### src/rtl/core/lpht_pkg.sv
// Shared types and constants for the linear probing hash table.
`timescale 1ns / 1ps
`default_nettype none

package lpht_pkg;

	// Field widths fixed by the interface
	localparam int unsigned KEY_W    = 31;
	localparam int unsigned CMD_W    = 2;
	localparam int unsigned STATUS_W = 2;
	localparam int unsigned SLOT_W   = 4;
	localparam int unsigned MARK_W   = 2;

	// Remainder unit: reciprocal multiply, then subtract, one step each
	localparam int unsigned MOD_STEPS = 2;
	localparam int unsigned MOD_CW    = 1;

	typedef enum logic [CMD_W-1:0] {
		CMD_INSERT = 2'd0,
		CMD_DELETE = 2'd1,
		CMD_SEARCH = 2'd2
	} cmd_t;

	typedef enum logic [MARK_W-1:0] {
		MARK_EMPTY = 2'd0,
		MARK_USED  = 2'd1,
		MARK_GONE  = 2'd2
	} mark_t;

	typedef enum logic [STATUS_W-1:0] {
		RES_OK   = 2'd0,
		RES_MISS = 2'd1,
		RES_FULL = 2'd2
	} res_t;

	// Controller to datapath commands
	typedef struct packed {
		logic  clr_en;     // write an empty entry at the probe position
		logic  load;       // capture the incoming transaction
		logic  mod_step;   // one step of the home slot remainder
		logic  rd_en;      // read the entry at the probe position
		logic  advance;    // step to the next slot with wrap
		logic  wr_en;      // write the entry at the probe position
		mark_t wr_mark;
		logic  fin_en;     // capture the result
		res_t  fin_status;
		logic  fin_hit;    // result carries the probe position
		logic  out_load;   // move the result to the output register
	} ctrl_cmd_t;

	// Datapath to controller status
	typedef struct packed {
		logic  clr_last;
		logic  mod_last;
		logic  probe_last;
		mark_t mark;
		logic  key_match;
		logic [CMD_W-1:0] cmd;
		logic  out_free;
	} dp_sts_t;

endpackage

`default_nettype wire

### src/rtl/core/lpht_dp.sv
// Datapath: remainder unit, slot memory, probe counters and result registers.
`timescale 1ns / 1ps
`default_nettype none

module lpht_dp #(
	parameter int unsigned SLOTS = 16
) (
	input  wire logic                clk,
	input  wire logic                arst_n,
	input  wire lpht_pkg::ctrl_cmd_t cmd,
	output lpht_pkg::dp_sts_t        sts,
	input  wire logic [39:0]         s_tdata,
	output logic                     m_tvalid,
	input  wire logic                m_tready,
	output logic [7:0]               m_tdata
);

	localparam int unsigned PW = $clog2(SLOTS);
	localparam int unsigned EW = lpht_pkg::MARK_W + lpht_pkg::KEY_W;
	localparam int unsigned QS = lpht_pkg::KEY_W + PW;
	localparam int unsigned PRW = 2 * lpht_pkg::KEY_W + 1;

	// ceil(2^QS / SLOTS): exact floor quotient for every 31-bit key
	localparam logic [63:0] RECIP_WIDE =
		((64'd1 << QS) + 64'(SLOTS) - 64'd1) / 64'(SLOTS);
	localparam logic [lpht_pkg::KEY_W:0] RECIP = RECIP_WIDE[lpht_pkg::KEY_W:0];

	logic [lpht_pkg::CMD_W-1:0]  cmd_q;
	logic [lpht_pkg::KEY_W-1:0]  key_q;
	logic [PRW-1:0]              prod;
	logic [lpht_pkg::KEY_W-1:0]  quo_q;
	logic [lpht_pkg::MOD_CW-1:0] dig_q;
	logic [PW-1:0]               rem_next;
	logic [PW-1:0]               pos_q;
	logic [PW-1:0]               pos_wrap;
	logic [PW-1:0]               probe_q;
	logic [EW-1:0]               mem_q [SLOTS];
	logic [EW-1:0]               rd_q;
	logic [EW-1:0]               wr_data;
	logic [lpht_pkg::STATUS_W-1:0] res_status_q;
	logic [lpht_pkg::SLOT_W-1:0]   res_slot_q;
	logic [lpht_pkg::STATUS_W-1:0] out_status_q;
	logic [lpht_pkg::SLOT_W-1:0]   out_slot_q;
	logic                          out_valid_q;

	// Quotient by reciprocal multiply; remainder only needs the low bits
	assign prod     = PRW'(key_q) * PRW'(RECIP);
	assign rem_next = key_q[PW-1:0] - PW'(quo_q[PW-1:0] * PW'(SLOTS));

	assign pos_wrap = (pos_q == PW'(SLOTS-1)) ? '0 : pos_q + PW'(1);

	// Transaction capture and quotient register
	always_ff @(posedge clk) begin
		if (cmd.load) begin
			cmd_q <= s_tdata[1:0];
			key_q <= s_tdata[32:2];
		end else if (cmd.mod_step) begin
			quo_q <= lpht_pkg::KEY_W'(prod >> QS);
		end
	end

	// Step counter, probe position and probe count
	always_ff @(posedge clk or negedge arst_n) begin
		if (!arst_n) begin
			dig_q   <= '0;
			pos_q   <= '0;
			probe_q <= '0;
		end else begin
			if (cmd.load) begin
				dig_q   <= '0;
				probe_q <= '0;
			end else if (cmd.mod_step) begin
				dig_q <= dig_q + lpht_pkg::MOD_CW'(1);
				if (sts.mod_last) begin
					pos_q <= rem_next;
				end
			end else if (cmd.advance) begin
				pos_q   <= pos_wrap;
				probe_q <= probe_q + PW'(1);
			end else if (cmd.clr_en) begin
				pos_q <= pos_wrap;
			end
		end
	end

	// Slot memory: mark in the top bits, key below
	assign wr_data = cmd.clr_en ? {lpht_pkg::MARK_EMPTY, key_q} : {cmd.wr_mark, key_q};

	always_ff @(posedge clk) begin
		if (cmd.clr_en || cmd.wr_en) begin
			mem_q[pos_q] <= wr_data;
		end
		if (cmd.rd_en) begin
			rd_q <= mem_q[pos_q];
		end
	end

	// Result capture
	always_ff @(posedge clk) begin
		if (cmd.fin_en) begin
			res_status_q <= cmd.fin_status;
			res_slot_q   <= cmd.fin_hit ? lpht_pkg::SLOT_W'(pos_q) : '0;
		end
		if (cmd.out_load) begin
			out_status_q <= res_status_q;
			out_slot_q   <= res_slot_q;
		end
	end

	// Output register valid
	always_ff @(posedge clk or negedge arst_n) begin
		if (!arst_n) begin
			out_valid_q <= 1'b0;
		end else if (cmd.out_load) begin
			out_valid_q <= 1'b1;
		end else if (m_tready) begin
			out_valid_q <= 1'b0;
		end
	end

	assign m_tvalid = out_valid_q;
	assign m_tdata  = {2'b00, out_slot_q, out_status_q};

	// Status back to the controller
	assign sts.clr_last   = (pos_q == PW'(SLOTS-1));
	assign sts.mod_last   = (dig_q == lpht_pkg::MOD_CW'(lpht_pkg::MOD_STEPS-1));
	assign sts.probe_last = (probe_q == PW'(SLOTS-1));
	assign sts.mark       = lpht_pkg::mark_t'(rd_q[EW-1:lpht_pkg::KEY_W]);
	assign sts.key_match  = (rd_q[lpht_pkg::KEY_W-1:0] == key_q);
	assign sts.cmd        = cmd_q;
	assign sts.out_free   = !out_valid_q || m_tready;

	// A finished result never overwrites one that was not taken
	a_out_no_overwrite: assert property (@(posedge clk) disable iff (!arst_n)
		cmd.out_load |-> (!out_valid_q || m_tready))
		else $error("output register overwritten before transfer");

	// The probe count stays inside one pass over the table
	a_probe_bound: assert property (@(posedge clk) disable iff (!arst_n)
		probe_q <= PW'(SLOTS-1))
		else $error("probe count beyond slot count");

	// The probe position stays inside the table
	a_pos_bound: assert property (@(posedge clk) disable iff (!arst_n)
		pos_q <= PW'(SLOTS-1))
		else $error("probe position beyond slot count");

endmodule

`default_nettype wire

### config.mk
export PLATFORM = sky130hd
export DESIGN_NAME = lpht_dp
export DESIGN_NICKNAME = d
export VERILOG_FILES = /design/src/rtl/core/lpht_pkg.sv /design/src/rtl/core/lpht_dp.sv
export SDC_FILE = /design/constraint.sdc
export NUM_CORES = 1
export LEC_CHECK = 0
export ABC_AREA = 0
export BUFFER_PORTS_ARGS = -buffer_cell sky130_fd_sc_hd__buf_2
export CAP_MARGIN = 25
export CORE_UTILIZATION = 40
export CTS_CLUSTER_DIAMETER = 40
export DETAILED_ROUTE_END_ITERATION = 8
export GPL_TIMING_DRIVEN = 1
export PLACE_DENSITY = 0.54
export SETUP_SLACK_MARGIN = 0.15
export SLEW_MARGIN = 20
export SYNTH_ARGS = -nofsm -noshare
export SYNTH_HDL_FRONTEND = slang
export SYNTH_SLANG_ARGS = --single-unit
### constraint.sdc
create_clock -name clk -period 3.35 [get_ports clk]
set_clock_uncertainty 0.2 [all_clocks]
set_input_delay 0.67 -clock clk [delete_from_list [all_inputs] [get_ports clk]]
set_output_delay 0.67 -clock clk [all_outputs]
set_load 0.01 [all_outputs]
==> flow_summary_export.csv <==
group,metric,value,unit
timing,timing.final.setup_violations,0,
route,postRouteWirelength,53390,µm
logic_synthesis,synthCells,1018,
job,drv_cap,0,
logic_synthesis,synth_cell_types,31,
finish,diodes,0,
die,dieWidth,242.6,µm
logic_synthesis,synth_ff_type,"edfxtp_1",
timing,worst_pin_slew,0.7480,ns
finish,final-instance-count-excl-fill,2025,
timing,rsz0062_at_grt,"true",
clocking,numCtsBuffers,87,
timing,report.final.slew_viol_count,0,
place,dp_hpwl,27540,µm
critical_path,cp_data_required_time,2.48,ns
route,drc,0,
grt,grt_pass1_vias,11470,
grt,gr-total-overflow,0,
timing,worst_slack,0.04113,ns
timing,fmax,302.2,MHz
critical_path,start_kind,"register",
logic_synthesis,synth_area,23160,µm²
critical_path,path_max_fanout,2,
timing,period_needed,3.309,ns
route,drtAntennaViolNets,0,
clocking,clock-sinks,616,
finish,layout_common_cells,"edfxtp_1 (606), mux4_2 (132), clkbuf_16 (88), a22oi_1 (67), buf_2 (63)",
timing,fin_crit_sh,98.77,%
place,portBuffers,64,
die,die_h,242.6,µm
power_and_ir_drop,powerDensity,822.1,nW/µm²
finish,finalNetCount,1259,
grt,grt_max_degree,63,
die,dieArea,58860,µm²
clocking,clk_pin_slew_worst_paths,0.06,ns
logic_synthesis,synth-async-reset-ratio,1.623,%
die,start_util,40.75,%
place,gp_congestion,0.6929,
place,pre_cts_slack,0.1990,ns
critical_path,path_class,"reg2out",
grt,antenna_found_initial,1,
worst_hold_path,hold_path_class,"in2reg",
finish,area_delta_synth_final,22.05,%
finish,utilization,49.74,%
logic_synthesis,ys_seq_area_share,79.66,%
power_and_ir_drop,ir_drop,0.4101,mV
grt,grt_pass1_wl,77780,µm
power_and_ir_drop,total_leakage_power,9.464,nW
route,vias,10880,
clocking,htree_levels,3,
logic_synthesis,ys.warnings.count,0,
logic_synthesis,synth_edf_count,606,
timing,maxSlewHeadroom,50.14,%
die,rows,87,
critical_path,endpoint_kind,"primary output",
logic_synthesis,syn_avg_cell_area,22.75,µm²
finish,fillers,4610,
timing,hold_violations,0,
clocking,cts_tree,"yes",
critical_path,rrSetupSlack,0.94,ns
route,drt_iter0_drc,789,
clocking,clkLatencyLatePin,0.62,ns
grt,track_usage,18.43,%
clocking,cts_buffer_depth,3,
finish,drive_gt1_share,35.07,%
place,dp.cells,1845,
die,io_pins,74,
critical_path,cp.arrival,2.44,ns
route,wl_per_cell,26.37,µm
clocking,cts-root-buf,"clkbuf_16",
route,routed_via_density,5.374,
status,status,"finished, final reports clean",
finish,layout_commonest_cell,"edfxtp_1",
logic_synthesis,ys_ff_latch,616,
die,fp.coreArea,56820,µm²
route,drtPass1Iterations,5,
==> power breakdown <==
| group | total (W) | switching [W] | internal (W) | leakage, nW |
|---|---|---|---|---|
| Sequential | 0.00984 | 0.000332 | 0.00951 | 5.68 |
| Clock | 0.00964 | 0.00352 | 0.00613 | 1.51 |
| Combinational | 0.00375 | 0.00216 | 0.00159 | 2.28 |
| Total | 0.0232 | 0.00601 | 0.0172 | 9.46 |
==> kinds of logic after synthesis <==
kind of cell | share of synthesized area [%]
multiplexers | 13.02
AO/OA/AOI/OAI | 2.377
XOR/XNOR | 1.324
adder cells (fa/ha/maj) | 0.2702
flip-flops | 79.66
AND/OR/NAND/NOR | 1.983
other | 0.01619
buffers and inverters | 1.351
==> layout make-up <==
class / count / area [µm²] / area share (%)
Inverter: 4 / 15.01 / 0.05312
Clock inverter: 68 / 894.6 / 3.165
Multi-Input combinational cell: 346 / 4486 / 15.87
Sequential cell: 616 / 18460 / 65.30
Tap cell: 756 / 945.9 / 3.347
Clock buffer: 92 / 2217 / 7.845
Timing Repair Buffer: 143 / 1250 / 4.423
==> worst paths after layout <==
path                                from       endpoint  depth (start not counted)
hold reg to reg            res_slot_q[1]  out_slot_q[1]                          0
min in group asynchronous         arst_n     probe_q[2]                          2
hold / removal               s_tdata[20]      key_q[18]                          1
max in group asynchronous         arst_n       pos_q[0]                          2
setup reg to reg                pos_q[0]       rd_q[30]                          4
setup / recovery                key_q[3]         sts[3]                          7
==> routing by layer <==
metal,GRT usage (%),part of all wire [%]
met2,30.60,50
met3,3.450,5.2
met5,0,0
met1,24.62,42
met4,5.882,2.1
==> stage by stage <==
step / setup TNS (ns) / hold slack [ns] / power [W] / instance area [µm²]
4_1_cts: -0.07425 / 0.0009569 / 0.02348 / 28160
6_report: 0 / 0.03617 / 0.02324 / 28260
3_3_place_gp: 0 / 0.2087 / 0.01370 / 24920
5_1_grt: -0.1022 / 0.01534 / 0.02410 / 28260
3_5_place_dp: 0 / 0.2129 / 0.01376 / 24920
2_1_floorplan: 0 / 0.1744 / 0.01224 / 23160
==> state kept, by name (all words and copies together) (netlist names) <==
signal	cells
probe_q	4
out_slot_q	4
res_status_q	2
m_tvalid	1
pos_q	4
key_q	31
rd_q	33
res_slot_q	4
cmd_q	2
mem_q	528
dig_q	1
out_status_q	2
==> cell usage after synthesis (2+ instances only) <==
master	n	area [µm²]
a21oi_1	4	20.02
a22oi_1	67	503.0
and2_1	13	81.33
and3_1	8	50.05
buf_1	4	15.01
buf_2	4	20.02
buf_4	13	97.59
buf_6	6	67.56
clkbuf_1	26	97.59
dfrtp_1	10	250.2
edfxtp_1	606	18200
ha_1	5	62.56
inv_1	4	15.01
mux2i_1	3	30.03
mux4_2	132	2973
nand2_1	36	135.1
nand2b_1	2	12.51
nand4_1	5	31.28
nor2_1	11	41.29
nor2b_1	7	43.79
nor3_1	4	20.02
nor4_1	6	37.54
xnor2_1	13	113.9
xor2_1	22	192.7
==> critical path: stages, from the launching register on <==
cell and delay (ns):
edfxtp_1 0.46, xor2_2 0.22, nor4_4 0.38, buf_4 0.17
nand4_1 0.17, nor4_2 0.18, buf_4 0.16, buf_6 0.10
==> repair_timing <==
action                                  in CTS  in global routing
gates resized for setup                      4                  2
endpoints found under the hold margin       15                  0
hold buffers                                 6                  0
pin swaps                                    3                  0
endpoints found under the setup margin       1                  2
buffers inserted                             5                  7
No activity file was read; power rests on OpenSTA's default activity.
